===== src/design/ffha_pkg.sv =====
`timescale 1ns / 1ps
`default_nettype none
package ffha_pkg;

    localparam int HDR_BYTES         = 4;
    localparam int HDR_SHIFT         = $clog2(HDR_BYTES);
    localparam int SMALL_BLOCK_BYTES = 16;
    localparam int SMALL_BLOCK_COUNT = 32;
    localparam int SMALL_SZ  = ((SMALL_BLOCK_BYTES + HDR_BYTES - 1) / HDR_BYTES) * HDR_BYTES;
    localparam int MIN_SPLIT = ((2 * HDR_BYTES + HDR_BYTES - 1) / HDR_BYTES) * HDR_BYTES;
    localparam int BUCKET_BYTES = SMALL_SZ * SMALL_BLOCK_COUNT;
    localparam int BARRIER_IDX  = BUCKET_BYTES / HDR_BYTES;
    localparam int WILD_IDX     = BARRIER_IDX + 1;
    localparam int LEN_W        = 15;
    localparam int SIZE_W       = 17;

    typedef enum logic [1:0] {
        REQ_ALLOC = 2'd0,
        REQ_FREE  = 2'd1,
        REQ_KICK  = 2'd2,
        REQ_CHECK = 2'd3
    } t_req_type;

    typedef enum logic [1:0] {
        STAT_OK      = 2'd0,
        STAT_NOFIT   = 2'd1,
        STAT_BADFREE = 2'd2
    } t_status;

    typedef enum logic [2:0] {
        S_INIT,
        S_IDLE,
        S_WALK,
        S_LOOK,
        S_SPLIT,
        S_RESP
    } t_state;

    typedef struct packed {
        t_req_type   req_type;
        logic [15:0] request_size;
        logic [15:0] data_address;
    } t_request;

    typedef struct packed {
        t_status     status;
        logic [15:0] granted_address;
        logic        address_in_use;
    } t_result;

endpackage
`default_nettype wire


===== src/design/ffha_ctrl.sv =====
`timescale 1ns / 1ps
`default_nettype none
module ffha_ctrl #(
    parameter int HEAP_BYTES = 2048,
    parameter int NSLOTS     = 512,
    parameter int IW         = 9
) (
    input  wire logic              i_clk,
    input  wire logic              i_rst_n,
    input  wire logic              i_req_valid,
    input  wire ffha_pkg::t_request i_req,
    output logic                   o_req_ready,
    output logic                   o_res_valid,
    input  wire logic              i_res_ready,
    output ffha_pkg::t_result      o_result,
    output logic                   o_we,
    output logic [IW-1:0]          o_waddr,
    output logic [15:0]            o_wdata,
    output logic [IW-1:0]          o_raddr,
    input  wire logic [15:0]       i_rdata
);
    import ffha_pkg::*;

    localparam int WILD_BYTES = HEAP_BYTES - BUCKET_BYTES - 2 * HDR_BYTES;
    localparam logic [15:0]   NSLOTS_W    = 16'(NSLOTS);
    localparam logic [15:0]   HEAP_W      = 16'(HEAP_BYTES);
    localparam logic [15:0]   WILD_IDX_W  = 16'(WILD_IDX);
    localparam logic [15:0]   BARRIER_W   = 16'(BARRIER_IDX);
    localparam logic [IW-1:0] END_IDX     = IW'(NSLOTS - 1);
    localparam logic [IW:0]   ITER_MAX    = (IW + 1)'(NSLOTS);
    localparam logic [15:0]   BUCKET_HDR  = 16'(BUCKET_BYTES & 32'h7FFF);
    localparam logic [15:0]   BARRIER_HDR = 16'(HDR_BYTES) | 16'h8000;
    localparam logic [15:0]   WILD_HDR    = 16'(WILD_BYTES & 32'h7FFF);

    t_state              r_state, n_state;
    logic [IW-1:0]       r_clr, n_clr;
    t_req_type           r_type, n_type;
    logic [SIZE_W-1:0]   r_size, n_size;
    logic [IW-1:0]       r_idx, n_idx;
    logic [IW-1:0]       r_prev, n_prev;
    logic [LEN_W-1:0]    r_prev_len, n_prev_len;
    logic                r_coal, n_coal;
    logic                r_first, n_first;
    logic [IW:0]         r_iter, n_iter;
    logic [IW-1:0]       r_ff, n_ff;
    logic                r_kicked, n_kicked;
    logic [LEN_W-1:0]    r_rem, n_rem;
    logic [15:0]         r_rem_idx, n_rem_idx;
    t_status             r_status, n_status;
    logic [15:0]         r_granted, n_granted;
    logic                r_inuse, n_inuse;

    logic [15:0]         init_hdr;
    logic [SIZE_W-1:0]   req_bytes, req_round;
    logic [15:0]         start_w, addr_tmp;
    logic                addr_ok;
    logic [IW-1:0]       addr_slot;
    logic [LEN_W-1:0]    v_len, pl, f_len, rem, newlen;
    logic [IW-1:0]       f_idx;
    logic                found, split;
    logic [15:0]         nidx, ff_t;

    always_comb begin
        if ({{(16 - IW){1'b0}}, r_clr} == WILD_IDX_W) begin
            init_hdr = WILD_HDR;
        end else if ({{(16 - IW){1'b0}}, r_clr} == BARRIER_W) begin
            init_hdr = BARRIER_HDR;
        end else if (r_clr == '0) begin
            init_hdr = BUCKET_HDR;
        end else begin
            init_hdr = '0;
        end
    end

    assign req_bytes = (i_req.req_type == REQ_KICK) ? SIZE_W'(1) : {1'b0, i_req.request_size};
    assign req_round = (req_bytes + SIZE_W'(2 * HDR_BYTES - 1)) & ~SIZE_W'(HDR_BYTES - 1);
    assign start_w   = (req_round <= SIZE_W'(SMALL_SZ)) ? 16'(r_ff) : WILD_IDX_W;
    assign addr_ok   = (i_req.data_address >= 16'(HDR_BYTES)) && (i_req.data_address < HEAP_W)
                       && (i_req.data_address[HDR_SHIFT-1:0] == '0);
    assign addr_tmp  = (i_req.data_address >> HDR_SHIFT) - 16'd1;
    assign addr_slot = addr_tmp[IW-1:0];
    assign v_len     = i_rdata[LEN_W-1:0];

    always_ff @(posedge i_clk) begin
        if (!i_rst_n) begin
            r_state  <= S_INIT;
            r_clr    <= '0;
            r_ff     <= '0;
            r_kicked <= 1'b0;
        end else begin
            r_state  <= n_state;
            r_clr    <= n_clr;
            r_ff     <= n_ff;
            r_kicked <= n_kicked;
        end
    end

    always_ff @(posedge i_clk) begin
        r_type     <= n_type;
        r_size     <= n_size;
        r_idx      <= n_idx;
        r_prev     <= n_prev;
        r_prev_len <= n_prev_len;
        r_coal     <= n_coal;
        r_first    <= n_first;
        r_iter     <= n_iter;
        r_rem      <= n_rem;
        r_rem_idx  <= n_rem_idx;
        r_status   <= n_status;
        r_granted  <= n_granted;
        r_inuse    <= n_inuse;
    end

    always_comb begin
        n_state    = r_state;
        n_clr      = r_clr;
        n_type     = r_type;
        n_size     = r_size;
        n_idx      = r_idx;
        n_prev     = r_prev;
        n_prev_len = r_prev_len;
        n_coal     = r_coal;
        n_first    = r_first;
        n_iter     = r_iter;
        n_ff       = r_ff;
        n_kicked   = r_kicked;
        n_rem      = r_rem;
        n_rem_idx  = r_rem_idx;
        n_status   = r_status;
        n_granted  = r_granted;
        n_inuse    = r_inuse;
        o_we        = 1'b0;
        o_waddr     = r_idx;
        o_wdata     = '0;
        o_raddr     = r_idx;
        o_req_ready = 1'b0;
        o_res_valid = 1'b0;
        pl     = '0;
        f_len  = '0;
        f_idx  = r_idx;
        rem    = '0;
        newlen = '0;
        found  = 1'b0;
        split  = 1'b0;
        nidx   = '0;
        ff_t   = '0;

        unique case (r_state)
            S_INIT: begin
                o_we    = 1'b1;
                o_waddr = r_clr;
                o_wdata = init_hdr;
                n_clr   = r_clr + 1'b1;
                if (r_clr == END_IDX) begin
                    n_state = S_IDLE;
                end
            end
            S_IDLE: begin
                o_req_ready = 1'b1;
                if (i_req_valid) begin
                    n_type    = i_req.req_type;
                    n_size    = req_round;
                    n_status  = STAT_OK;
                    n_granted = '0;
                    n_inuse   = 1'b0;
                    n_coal    = 1'b0;
                    n_first   = 1'b1;
                    n_iter    = '0;
                    if (i_req.req_type == REQ_ALLOC || i_req.req_type == REQ_KICK) begin
                        if (start_w >= NSLOTS_W) begin
                            n_status = STAT_NOFIT;
                            n_state  = S_RESP;
                        end else begin
                            o_raddr = start_w[IW-1:0];
                            n_idx   = start_w[IW-1:0];
                            n_state = S_WALK;
                        end
                    end else if (!addr_ok) begin
                        if (i_req.req_type == REQ_FREE) begin
                            n_status = STAT_BADFREE;
                        end
                        n_state = S_RESP;
                    end else begin
                        o_raddr = addr_slot;
                        n_idx   = addr_slot;
                        n_state = S_LOOK;
                    end
                end
            end
            S_WALK: begin
                if (!r_first && i_rdata == 16'd0) begin
                    n_status = STAT_NOFIT;
                    n_state  = S_RESP;
                end else begin
                    if (i_rdata[15]) begin
                        n_coal = 1'b0;
                    end else if (r_coal) begin
                        // fold this free block into the one before it
                        pl         = r_prev_len + v_len;
                        o_we       = 1'b1;
                        o_waddr    = r_prev;
                        o_wdata    = {1'b0, pl};
                        n_prev_len = pl;
                        if ({2'b00, pl} >= r_size) begin
                            found = 1'b1;
                            f_idx = r_prev;
                            f_len = pl;
                        end
                    end else if ({2'b00, v_len} >= r_size) begin
                        found = 1'b1;
                        f_idx = r_idx;
                        f_len = v_len;
                    end else begin
                        n_coal     = 1'b1;
                        n_prev     = r_idx;
                        n_prev_len = v_len;
                    end

                    if (found) begin
                        rem       = f_len - r_size[LEN_W-1:0];
                        split     = (rem >= LEN_W'(MIN_SPLIT));
                        newlen    = split ? r_size[LEN_W-1:0] : f_len;
                        o_we      = 1'b1;
                        o_waddr   = f_idx;
                        o_wdata   = {(r_type != REQ_KICK), newlen};
                        n_idx     = f_idx;
                        n_rem     = rem;
                        n_rem_idx = 16'(f_idx) + 16'(r_size >> HDR_SHIFT);
                        if (r_type == REQ_KICK) begin
                            n_ff     = f_idx;
                            n_kicked = 1'b1;
                        end else begin
                            n_granted = (16'(f_idx) + 16'd1) << HDR_SHIFT;
                            if (r_kicked && r_ff == f_idx) begin
                                ff_t = 16'(f_idx) + 16'(newlen >> HDR_SHIFT);
                                n_ff = (ff_t >= NSLOTS_W) ? END_IDX : ff_t[IW-1:0];
                            end
                        end
                        n_state = split ? S_SPLIT : S_RESP;
                    end else begin
                        nidx = 16'(r_idx) + 16'(v_len >> HDR_SHIFT);
                        if (nidx >= NSLOTS_W || r_iter == ITER_MAX) begin
                            n_status = STAT_NOFIT;
                            n_state  = S_RESP;
                        end else begin
                            o_raddr = nidx[IW-1:0];
                            n_idx   = nidx[IW-1:0];
                            n_iter  = r_iter + 1'b1;
                            n_first = 1'b0;
                        end
                    end
                end
            end
            S_SPLIT: begin
                if (r_rem_idx < NSLOTS_W) begin
                    o_we    = 1'b1;
                    o_waddr = r_rem_idx[IW-1:0];
                    o_wdata = {1'b0, r_rem};
                end
                n_state = S_RESP;
            end
            S_LOOK: begin
                if (r_type == REQ_FREE) begin
                    if (i_rdata[15]) begin
                        o_we    = 1'b1;
                        o_waddr = r_idx;
                        o_wdata = {1'b0, v_len};
                        if (r_ff > r_idx) begin
                            n_ff = r_idx;
                        end
                    end else begin
                        n_status = STAT_BADFREE;
                    end
                end else begin
                    n_inuse = i_rdata[15];
                end
                n_state = S_RESP;
            end
            S_RESP: begin
                o_res_valid = 1'b1;
                if (i_res_ready) begin
                    n_state = S_IDLE;
                end
            end
            default: begin
                n_state = S_INIT;
            end
        endcase
    end

    assign o_result = '{status: r_status, granted_address: r_granted, address_in_use: r_inuse};

endmodule
`default_nettype wire


===== config.mk =====
export PLATFORM = sky130hd
export DESIGN_NAME = ffha_ctrl
export DESIGN_NICKNAME = d
export VERILOG_FILES = /design/src/design/ffha_pkg.sv /design/src/design/ffha_ctrl.sv
export SDC_FILE = /design/constraint.sdc
export NUM_CORES = 1
export LEC_CHECK = 0
export ABC_CLOCK_PERIOD_IN_PS = 21000
export BUFFER_PORTS_ARGS = -buffer_cell sky130_fd_sc_hd__buf_2
export CAP_MARGIN = 10
export CORE_UTILIZATION = 30
export DETAILED_ROUTE_END_ITERATION = 6
export HOLD_SLACK_MARGIN = 0.06
export PLACE_DENSITY = 0.55
export SKIP_CTS_REPAIR_TIMING = 1
export SLEW_MARGIN = 0
export SYNTH_ARGS = -nofsm -noshare
export SYNTH_HDL_FRONTEND = slang
export SYNTH_SLANG_ARGS = --single-unit

===== constraint.sdc =====
create_clock -name i_clk -period 21 [get_ports i_clk]
set_input_delay 4.2 -clock i_clk [delete_from_list [all_inputs] [get_ports i_clk]]
set_output_delay 4.2 -clock i_clk [all_outputs]
set_load 0.005 [all_outputs]

* Word-level counts from Yosys, hierarchy flattened
Cells that the tools add are included.
** Cells by class
- $add $sub $neg :: 10
- $lt $le $gt $ge :: 11
- Eq/ne operators :: 33
- Multiplexer cells :: 114
- Bitwise operators :: 4
- Reductions and logical operators :: 30
** Operators by type and width (count)
- 9-bit two-way mux :: 28
- 15-bit two-way mux :: 14
- 16-bit two-way mux :: 9
- 16-bit case mux with 4 select lines :: 1
- 9-bit case mux with 2 select lines :: 3
- 10-bit two-way mux :: 5
- 15-bit by 17-bit greater-or-equal comparator with 1-bit output :: 2
- 16-bit case mux with 2 select lines :: 1
- 2-bit inequality test (second input constant) :: 15
- 9-bit by 13-bit adder with 14-bit output :: 2
- 14-bit by 10-bit greater-or-equal comparator with 1-bit output (second input constant) :: 2
- 1-bit two-way mux :: 27
- 3-bit two-way mux :: 9
- 9-bit case mux with 3 select lines :: 1
- 10-bit case mux with 2 select lines :: 1
- 9-bit by 8-bit == test with 1-bit output (second input constant) :: 2
- 2-bit two-way mux :: 9
- 16-bit by 3-bit adder with 17-bit output (second input constant) :: 1
- 17-bit by 5-bit <= comparator with 1-bit output (second input constant) :: 1
- 9-bit by 15-bit adder with 16-bit output :: 1
- 16-bit by 3-bit greater-or-equal comparator with 1-bit output (second input constant) :: 1
- 16-bit logical NOT :: 1
- 16-bit by 10-bit less-than comparator with 1-bit output (second input constant) :: 1
- 16-bit by 12-bit less-than comparator with 1-bit output (second input constant) :: 1
- other kinds (39) :: 64
** Storage, ports and cells
- Flip-flop bits (word level) :: 134
- Bits of input ports :: 54
- Output and inout port bits :: 56
- Word-level logic and storage cells :: 219

* Depth between registers and ports, before layout
Gate-level depths: netlist (run 1).
- Depth after elaboration :: 18
- Gate-level depth with buffers :: 46
- Mapped depth without buffers :: 44

* Worst setup path after synthesis (run 1)
Ideal clock, no wire load.
- Path kind :: input-to-output
- Start :: input port i_rdata[0]
- End :: output port o_wdata[3]
- Arrival time :: 10846 ps
- Data required time :: 16800 ps
- Setup slack :: 5954 ps
- Stages :: 30
- Buffers on the path :: 4
- Cells stage by stage :: ha_1 inv_1 fa_1 nand2b_1 a211oi_1 o21ai_0 a211oi_1 o21ai_0 and2_1 xor2_1 ha_1 nand2_1 or3_1 o21ai_0 buf_2 clkbuf_1 a22o_1 ha_1 o21a_1 o21a_1 o22ai_1 xnor2_1 or4_1 or4_1 buf_2 nor3b_4 buf_4 mux2_2 nand2_1 o211ai_1
** On the way
- Longest elaborated chain between the ends :: 13
- Elaborated cells between the ends (all ways) :: 25
- Those cells by class :: add/sub: 2; order compare: 3; mux: 18; reduce/logical: 2
** Ends and longest elaborated chain
- start: declaration :: line ffha_ctrl.sv:20 : input wire logic [15:0] i_rdata
- 15-bit adder :: line ffha_ctrl.sv:199 : pl = r_prev_len + v_len;
- 15-bit by 17-bit greater-or-equal comparator with 1-bit output :: line ffha_ctrl.sv:204 : if ({2'b00, pl} >= r_size) begin
- 15-bit two-way mux :: line ffha_ctrl.sv:204
- 15-bit two-way mux :: line ffha_ctrl.sv:197 : end else if (r_coal) begin
- 15-bit two-way mux :: line ffha_ctrl.sv:195 : if (i_rdata[15]) begin
- 15-bit two-way mux :: line ffha_ctrl.sv:191 : if (!r_first && i_rdata == 16'd0) begin
- 15-bit two-way mux :: line ffha_ctrl.sv:148 : unique case (r_state)
- 15-bit subtractor :: line ffha_ctrl.sv:220 : rem = f_len - r_size[LEN_W-1:0];
- 15-bit by 4-bit greater-or-equal comparator with 1-bit output :: line ffha_ctrl.sv:221 : split = (rem >= LEN_W'(MIN_SPLIT));
- 15-bit two-way mux :: line ffha_ctrl.sv:222 : newlen = split ? r_size[LEN_W-1:0] : f_len;
- 16-bit two-way mux :: line ffha_ctrl.sv:219 : if (found) begin
- 16-bit two-way mux (*) :: line ffha_ctrl.sv:191
- 16-bit case mux with 4 select lines (*) :: line ffha_ctrl.sv:148
- end: declaration :: line ffha_ctrl.sv:18 : output logic [15:0] o_wdata,
Every way passes the cells marked *; elsewhere a longest branch is shown, timed or not. The select of a mux whose other input is x is not followed.

* Worst setup path after layout (run 1)
Ends and elaborated chain as after synthesis.

==> run_results.csv, run 1 <==
group,metric,value,unit
clock_tree,numCtsBuffers,17,
timing,hold_viol_final,0,
placement,placed_cell_area,12120,um^2
floorplan,dieArea,37840,um^2
floorplan,start_util,30.45,%
yosys,synth.most_common_cell,"nand2_1",
routing,vias,10570,
routing,viasPerCell,5.704,
final_layout,area_delta_synth_final,13.93,%
floorplan,core-area,36520,um^2
clock_tree,insertion_delay,0.44,ns
yosys,netlist_area,11120,um^2
final_layout,final-seq-area,3623,um^2
yosys,yosys_register_bits,128,
critical_path,critPathSlowestCell,"or4_1",
clock_tree,clock-sinks,128,
routing,drt_pass1_iterations,7,
yosys,yosysUniqueCellTypes,76,
critical_path,critical_path_class,"input port to primary output",
critical_path,critPathBufInv,5,
final_layout,fin_nets,1528,
yosys,synth-edff-count,106,
job,maxCapViolCount,0,
timing,max_freq,59.63,MHz
final_layout,nFillCells,3784,
run_status,outcome,"complete, no violations",
global_routing,grt_max_degree,44,
critical_path,critPathRequiredTime,16.80,ns
routing,ant_nets,0,
floorplan,dieWidth,194.5,um
timing,relSlewSlack,18.35,%
clock_tree,cts-root-buf,"clkbuf_16",
clock_tree,clk_pin_slew,0.06,ns
routing,drc,0,
yosys,synth_top_area_share,28.63,%
clock_tree,cts_tree,"done",
yosys,async_flop_share,0,%
routing,wl,41030,um
final_layout,final_area,12670,um^2
final_layout,n_antenna_cell,0,
global_routing,grt_pass1_vias,9920,
floorplan,ioPinCount,110,
yosys,synth.area.top_cells,"edfxtp_1 29%, ha_1 11%, xnor2_1 4.7%",
timing,setup_ws,4.231,ns
timing,skew,0.01381,ns
final_layout,fin_util,34.69,%
critical_path,worstSetupStartpointType,"input port",
clock_tree,clk_path_buf_depth,2,
timing,finalSetupTns,0,ns
timing,tightest_slew,1.214,ns
final_layout,multi_input_area,6955,um^2
yosys,ys.flop_type,"edfxtp_1",
critical_path,cp.arrival,12.57,ns
power_and_ir_drop,peakVddDrop,0.03957,mV
global_routing,grt_antenna_before_repair,1,
power_and_ir_drop,powerDensity,49.15,nW/um^2
critical_path,critPathTopFamily,"simple AND/OR/NAND/NOR gates",
power_and_ir_drop,leakagePower,0.005112,uW
final_layout,layout-drive-gt1-share,13.07,%
timing,period_share,79.85,%
timing,setup_viol,0,
critical_path,crit_path_max_incr_delay,0.68,ns
yosys,synth_top_cell_by_area,"edfxtp_1",
critical_path,cp_common_cell,"nor2_1",
yosys,synth_area_per_cell,8.613,um^2
placement,place_inst,1821,
critical_path,cp_max_fo,15,
global_routing,grt-ovfl-total,0,
timing,period_needed,16.77,ns
yosys,synth_commonest_cells,"138 x nand2_1, 118 x nor2_1, 106 x edfxtp_1, 97 x ha_1, 86 x o21ai_0",
floorplan,chipHeight,194.5,um
yosys,yosys_warnings,0,
global_routing,grt_use_total,21.51,%
placement,place_congestion,0.9743,
final_layout,stdcell_count,1853,
floorplan,rows,70,
yosys,yosysSeqAreaShare,32.59,%
critical_path,critPathCaptureType,"primary output",
min_path,hold_class,"flop to flop",
yosys,syn-instance-count,1291,
clock_tree,htree_levels,4,
routing,dr.first_iter.drc_count,1067,
placement,dp_hpwl,31870,um
timing,rsz0062_at_grt,"false",
routing,wl_per_cell,22.14,um
global_routing,grt_pass1_wl,61380,um
placement,portBuffers,103,
placement,pre_cts_ws,4.350,ns
timing,slew_viol_final,0,
through the flow:
step                hold slack (ns)  total power [uW]
detailed placement           0.5386             338.5
floorplan                    0.4523             315.2
global placement             0.5353             337.6
finish                       0.5626             622.6
global route                 0.5809             641.1
CTS                          0.5534             625.3
where the power goes:
group / leakage (uW) / internal (uW) / total [uW] / switching (uW)
Sequential: 0.00118 / 273 / 274 / 0.945
Combinational: 0.00369 / 22.4 / 60.1 / 37.7
Clock: 0.000251 / 162 / 289 / 127
Total: 0.00511 / 457 / 623 / 165
sequential cells by signal, summed over array words and instances (netlist names):
name and count:
r_rem_idx 16, r_kicked 1, r_status 2, r_first 1, r_inuse 1, r_prev 9
r_type 2, r_idx 9, r_ff 9, r_clr 9, r_state 3, r_rem 15
r_iter 10, r_prev_len 15, r_granted 10, r_size 15, r_coal 1
cells by family (layout without fill, tap and decap cells):
family	count (synthesis)	after routing	share of synthesized area, %
AO/OA/AOI/OAI	359	359	21.72
multiplexers	35	35	3.319
AND/OR/NAND/NOR	432	432	18.34
XOR/XNOR	88	88	6.931
buffers and inverters	146	235	5.255
flip-flops	128	128	32.59
other	1	6	0.03372
adder cells (fa/ha/maj)	102	102	11.82
cell usage in the layout (no fill, tap or decap), types with 7 or more instances in the layout:
master,n
inv_1,82
and2_1,13
o22ai_1,7
o21a_1,15
mux2_2,15
nor2_1,118
clkbuf_16,17
buf_4,17
a21boi_0,7
nand2_1,138
edfxtp_1,106
o221ai_1,9
ha_1,97
and3_1,10
a222oi_1,8
dfxtp_1,22
xnor2_1,60
nor4_1,17
o211ai_1,13
or3_1,15
a221o_1,12
a22oi_1,9
xor2_1,28
nand4_1,14
o31ai_1,7
nor3_1,22
a211oi_1,10
o21ai_0,85
a221oi_1,16
nor2b_1,11
a21o_1,15
mux2i_1,20
nand3_1,35
a21oi_1,80
nand2b_1,14
o21bai_1,10
a31oi_1,10
buf_2,103
per-layer routing:
metal	vias up	part of all wire (%)	global-route usage, %
met2	500	43	32.94
met1	5054	45	30.20
met3	80	8.1	3.661
met4	2	3.2	7.819
met5	-	0.027	0
li1	4934	-	-
path summary, 6_finish.rpt:
kind | start | to | slack, ns | cells past startpoint
setup / recovery | i_rdata[0] | o_wdata[3] | 4.23 | 35
hold / removal | r_kicked$_SDFFE_PN0P_ | r_kicked$_SDFFE_PN0P_ | 0.56 | 1
setup reg to reg | r_prev_len[0]$_DFFE_PP_ | r_ff[4]$_SDFFE_PN0P_ | 9.94 | 43
hold reg to reg | r_kicked$_SDFFE_PN0P_ | r_kicked$_SDFFE_PN0P_ | 0.56 | 1
layout make-up:
cell class | instances | area share [%]
repair buffers | 120 | 5.077
multi-input cells | 1022 | 54.90
well taps | 468 | 4.622
flip-flops and latches | 128 | 28.60
inverters | 83 | 2.459
clock inverters | 14 | 0.9481
clock buffers | 18 | 3.388
worst reg2reg max path, delay by kind of cell (launching register included):
| family | cells | cell delay (ns) |
|---|---|---|
| adders and majority gates | 6 | 1.98 |
| AOI/OAI and AO/OA | 19 | 4.18 |
| xor gates and xnor gates | 1 | 0.28 |
| and+or+nand+nor | 13 | 3.29 |
| DFF | 1 | 0.33 |
| buffers and inverters | 3 | 0.45 |
| muxes | 1 | 0.43 |
No activity file was read; power rests on OpenSTA's default activity.
==> run 2, diff against run 1 <==
- ABC_AREA: unset -> 1
- ABC_CLOCK_PERIOD_IN_PS: 21000 -> 15300
- PLACE_DENSITY: 0.55 -> 0.57
- clock period: 21 -> 15.3 ns (I/O delays scaled with it)
==> run 2 against run 1 <==
Against the previous run:
- sequential share of layout area fell by 1.8 points
- final cell count increased by 24%
- via count up 13%
- global-route usage grew 0.36 points
- utilization rose by 0.18 points
- routed wire length increased by 8.7%
- synthesized area rose by 6.5%
- synthesized cell count grew 29%
- critical path type unchanged
==> run_results.csv, run 2 <==
group,metric,value,unit
yosys,yosys_register_bits,128,
routing,vias,11916,
yosys,synth_area_per_cell,7.132,um^2
run_status,outcome,"complete, no violations",
timing,hold_viol_final,0,
clock_tree,clock-sinks,128,
placement,portBuffers,103,
final_layout,final_cell_mix,"382 x nand2_1, 251 x inv_1, 174 x nor2_1",
timing,tightest_slew,0.9247,ns
critical_path,critPathSlowestCell,"fa_1",
critical_path,critPathCaptureType,"primary output",
floorplan,core-area,38830,um^2
critical_path,cp.arrival,9.50,ns
floorplan,chipHeight,200.7,um
yosys,synth.area.top_cells,"edfxtp_1 27%, nand2_1 12%, ha_1 10%",
final_layout,stdcell_count,2289,
global_routing,met1_usage,29.39,%
final_layout,area_delta_synth_final,14.29,%
floorplan,dieArea,40290,um^2
final_layout,multi_input_area,7033,um^2
timing,skew,0.01941,ns
timing,period_share,82.08,%
final_layout,nFillCells,4135,
critical_path,critPathRequiredTime,12.24,ns
global_routing,grt_use_total,21.87,%
floorplan,ioPinCount,110,
final_layout,largest_register,"r_rem_idx",
yosys,yosys_warnings,0,
yosys,netlist_area,11850,um^2
critical_path,cp_common_cell,"nand2_1",
global_routing,grt_pass1_wl,66700,um
timing,slew_viol_final,0,
yosys,synth_top_area_share,26.87,%
min_path,hold_class,"flop to flop",
routing,drt_pass1_iterations,6,
yosys,ys.flop_type,"edfxtp_1",
global_routing,grt_pass1_vias,11105,
timing,setup_viol,0,
final_layout,largest_reg_flops,16,
yosys,yosysUniqueCellTypes,59,
placement,place_congestion,0.9922,
floorplan,start_util,30.51,%
clock_tree,cts_tree,"done",
critical_path,critical_path_class,"input port to primary output",
global_routing,grt_antenna_before_repair,1,
global_routing,grt-ovfl-total,0,
critical_path,critPathBufInv,7,
global_routing,grt_max_degree,31,
placement,dp_hpwl,35140,um
clock_tree,insertion_delay,0.44,ns
routing,ant_nets,0,
final_layout,n_antenna_cell,0,
routing,drc,0,
clock_tree,cts-root-buf,"clkbuf_16",
power_and_ir_drop,peakVddDrop,0.06398,mV
yosys,yosysSeqAreaShare,30.59,%
yosys,synth_commonest_cells,"382 x nand2_1, 251 x inv_1, 176 x nor2_1, 107 x o21ai_0, 106 x edfxtp_1",
global_routing,top_usage_layer,"met2",
yosys,synth.most_common_cell,"nand2_1",
final_layout,final_common_cell,"nand2_1",
critical_path,critPathTopFamily,"simple AND/OR/NAND/NOR gates",
routing,viasPerCell,5.206,
clock_tree,htree_levels,4,
yosys,synth-edff-count,106,
power_and_ir_drop,leakagePower,0.006389,uW
routing,wl_per_cell,19.49,um
placement,place_inst,2257,
clock_tree,clk_pin_slew,0.08,ns
timing,relSlewSlack,38.13,%
floorplan,dieWidth,200.7,um
timing,period_needed,12.56,ns
critical_path,cp_max_fo,21,
yosys,syn-instance-count,1661,
timing,finalSetupTns,0,ns
timing,max_freq,79.63,MHz
critical_path,crit_path_max_incr_delay,0.40,ns
routing,dr.first_iter.drc_count,1195,
final_layout,layout-drive-gt1-share,11.18,%
clock_tree,numCtsBuffers,17,
final_layout,fin_nets,1914,
global_routing,grtUsageMet2,34.88,%
timing,rsz0062_at_grt,"false",
routing,wl,44610,um
power_and_ir_drop,powerDensity,117.3,nW/um^2
critical_path,worstSetupStartpointType,"input port",
floorplan,rows,72,
yosys,async_flop_share,0,%
job,maxCapViolCount,0,
yosys,synth_top_cell_by_area,"edfxtp_1",
global_routing,grt_util_met3,3.490,%
clock_tree,clk_path_buf_depth,2,
final_layout,final-seq-area,3623,um^2
[run 2: report_power, final]
group / internal, uW / switching (uW)
combinational: 218 / 454
sequential: 435 / 33.5
clock: 263 / 185
[run 2: logic make-up (layout without fill, tap and decap cells)]
| family | count (synthesis) | after routing | synth area share [%] |
|---|---|---|---|
| AO/OA/AOI/OAI | 323 | 323 | 16.63 |
| buffers and inverters | 309 | 414 | 10.29 |
| flip-flops | 128 | 128 | 30.59 |
| other | 1 | 6 | 0.03166 |
| adder cells (fa/ha/maj) | 102 | 102 | 11.09 |
| XOR/XNOR | 62 | 62 | 4.584 |
| AND/OR/NAND/NOR | 736 | 736 | 26.79 |
[run 2: path summary, 6_finish.rpt]
path | cells past startpoint | to | start | slack [ns]
setup / recovery | 36 | o_wdata[9] | i_rdata[0] | 2.74
hold / removal | 2 | r_kicked$_SDFFE_PN0P_ | r_kicked$_SDFFE_PN0P_ | 0.47
setup reg to reg | 48 | r_ff[3]$_SDFFE_PN0P_ | r_prev_len[0]$_DFFE_PP_ | 6.78
hold reg to reg | 2 | r_kicked$_SDFFE_PN0P_ | r_kicked$_SDFFE_PN0P_ | 0.47
[run 2: worst min-delay path, delay by kind of cell, from the launching register on]
kind	cells	cell delay, ns
flops	1	0.30
compound gates	1	0.06
buf+inv	1	0.06
[run 2: layout make-up]
class                   count  share of cell area (%)
repair buffers            116                   4.528
flip-flops and latches    128                   26.76
clock inverters            15                   1.460
clock buffers              17                   3.142
well taps                 518                   4.787
multi-input cells        1229                   51.95
inverters                 266                   7.375
[run 2: layer usage]
layer,vias up,wire (um),share of wire (%)
li1,5749,-,-
met1,5595,19700,44
met2,482,20140,45
met3,88,3246,7.3
met4,2,1498,3.4
met5,-,19,0.043
[run 2: per-stage QoR]
stage               setup WS [ns]  hold slack, ns  util [%]  area [um^2]  total power (uW)
global route                2.247          0.5312     34.87        13540              1681
floorplan                   4.401          0.4363         -        11870             891.8
finish                      2.741          0.4714     34.87        13540              1588
detailed placement          2.881          0.4587     33.27        12920              1136
global placement            3.042          0.4592     33.27        12920              1129
CTS                         2.851          0.4697     34.87        13540              1585
==> run 3, diff against run 2 <==
- ABC_CLOCK_PERIOD_IN_PS: 15300 -> 10400
- clock period: 15.3 -> 10.4 ns (I/O delays scaled with it)
==> run 3 against run 2 <==
Against the previous run:
- routed wire length fell by 0.49%
- clock-buffer cell count rose by 2
- utilization rose by 0.20 points
- sequential share of layout area fell by 0.16 points
- critical path type unchanged
- sequential power rose by 47%
- combinational power rose by 47%
- register-to-register slack got worse by 4.6 ns
- total power rose by 45%
- design area rose by 0.58%
- critical path depth fell by 2
- flip-flop and latch count did not move
==> run_results.csv, run 3 (same netlist as run 2, synthesis figures left out) <==
group,metric,value,unit
run_status,outcome,"complete, no violations",
critical_path,critPathSlowestCell,"o21ai_0",
routing,dr.first_iter.drc_count,1311,
placement,dp_hpwl,35170,um
floorplan,core-area,38830,um^2
power_and_ir_drop,powerDensity,168.7,nW/um^2
routing,vias,11870,
final_layout,layout-drive-gt1-share,11.84,%
critical_path,critPathCaptureType,"primary output",
critical_path,worstSetupStartpointType,"input port",
placement,placed_cell_area,12990,um^2
final_layout,final_cell_mix,"382 x nand2_1, 250 x inv_1, 174 x nor2_1",
critical_path,cp_max_fo,9,
clock_tree,clk_path_buf_depth,2,
clock_tree,clock-sinks,128,
min_path,hold_class,"flop to flop",
global_routing,grt_pass1_wl,66940,um
final_layout,stdcell_count,2300,
final_layout,largest_register,"r_rem_idx",
timing,period_share,96.59,%
floorplan,dieWidth,200.7,um
critical_path,crit_end,"o_wdata[8]",
critical_path,crit_cells,34,
final_layout,largest_reg_flops,16,
final_layout,n_antenna_cell,0,
timing,rsz0062_at_grt,"true",
routing,ant_nets,0,
critical_path,r2r_start,"r_prev_len[0]$_DFFE_PP_",
critical_path,timing.rr.end,"r_ff[3]$_SDFFE_PN0P_",
final_layout,fin_nets,1925,
critical_path,critPathTopFamily,"simple AND/OR/NAND/NOR gates",
power_and_ir_drop,peakVddDrop,0.07863,mV
global_routing,grt-ovfl-total,0,
clock_tree,numCtsBuffers,17,
floorplan,start_util,30.51,%
power_and_ir_drop,leakagePower,0.006406,uW
clock_tree,cts-root-buf,"clkbuf_16",
global_routing,grt_pass1_vias,11031,
critical_path,critPathBufInv,4,
floorplan,dieArea,40290,um^2
floorplan,ioPinCount,110,
global_routing,grt_max_degree,45,
critical_path,rr_worst_depth,48,
final_layout,area_delta_synth_final,14.96,%
final_layout,final_common_cell,"nand2_1",
timing,whs,0.4768,ns
routing,drc,0,
timing,skew,0.02036,ns
placement,place_congestion,0.9820,
routing,wl,44390,um
floorplan,rows,72,
timing,tightest_slew,1.141,ns
timing,slew_viol_final,0,
job,maxCapViolCount,0,
routing,viasPerCell,5.161,
timing,setup_viol,0,
routing,wl_per_cell,19.30,um
critical_path,crit_path_max_incr_delay,0.53,ns
clock_tree,insertion_delay,0.45,ns
timing,finalSetupTns,0,ns
power_and_ir_drop,finalPower,2297,uW
global_routing,grt_antenna_before_repair,0,
global_routing,grt_use_total,21.97,%
final_layout,final_area,13620,um^2
clock_tree,htree_levels,4,
critical_path,cp_common_cell,"nand2_1",
timing,max_freq,99.55,MHz
critical_path,critical_path_class,"input port to primary output",
clock_tree,clk_pin_slew,0.07,ns
critical_path,critPathRequiredTime,8.32,ns
timing,relSlewSlack,23.96,%
critical_path,crit_path_start,"i_rdata[0]",
placement,portBuffers,103,
timing,period_needed,10.04,ns
critical_path,r2r_slack,2.22,ns
floorplan,chipHeight,200.7,um
critical_path,cp.arrival,7.96,ns
placement,place_inst,2267,
clock_tree,cts_tree,"done",
timing,hold_viol_final,0,
routing,drt_pass1_iterations,5,
## run 3: cell count changes in the layout (fill, tap and decap cells not counted), sizes merged
cell / change
buf: +11
bufinv: -1
clkbuf: +2
clkinv: -3
clkinvlp: +6
inv: -4
## run 3: worst min path at each step
stage,start,endpoint,slack (ns),cells past startpoint
after CTS,r_kicked$_SDFFE_PN0P_,r_kicked$_SDFFE_PN0P_,0.47,2
after floorplan,r_kicked$_SDFFE_PN0P_,r_kicked$_SDFFE_PN0P_,0.44,2
final,r_kicked$_SDFFE_PN0P_,r_kicked$_SDFFE_PN0P_,0.48,2
after global placement,r_kicked$_SDFFE_PN0P_,r_kicked$_SDFFE_PN0P_,0.46,2
after detailed placement,r_kicked$_SDFFE_PN0P_,r_kicked$_SDFFE_PN0P_,0.47,2
after global routing,r_kicked$_SDFFE_PN0P_,r_kicked$_SDFFE_PN0P_,0.51,2
## run 3: per-stage QoR
| stage | setup WS (ns) | utilization (%) |
|---|---|---|
| final | 0.3550 | 35.07 |
| after floorplan | 1.461 | - |
| after global placement | 0.2179 | 33.46 |
| after CTS | 0.05982 | 34.97 |
| after global routing | -0.03147 | 35.07 |
| after detailed placement | 0.07925 | 33.46 |
## run 3: per-layer routing
layer	up-vias	part of all wire, %	GRT usage (%)
li1	5764	-	-
met1	5514	45	29.64
met2	508	44	34.49
met3	84	7.5	3.750
met4	0	3.8	9.378
met5	-	0	0
## run 3: report_power, final
part	switching, uW	leakage [uW]	internal [uW]
clock	264	0.000269	357
combinational	664	0.00499	322
sequential	50.4	0.00115	640
## run 3: worst register-to-register path, delay by kind of cell (launching register included)
family | cells | cell delay, ns
AOI/OAI and AO/OA | 11 | 1.98
xor gates and xnor gates | 1 | 0.31
adders and majority gates | 6 | 1.95
buffers and inverters | 5 | 0.55
DFF | 1 | 0.35
and+or+nand+nor | 25 | 2.97
## run 3: final cells by class
type                    instances  area, um^2
fillers                      4128       25210
multi-input cells            1229        7056
flip-flops and latches        128        3623
inverters                     266        1002
repair buffers                127       703.2
well taps                     518       648.1
clock buffers                  19       432.9
clock inverters                13       152.6
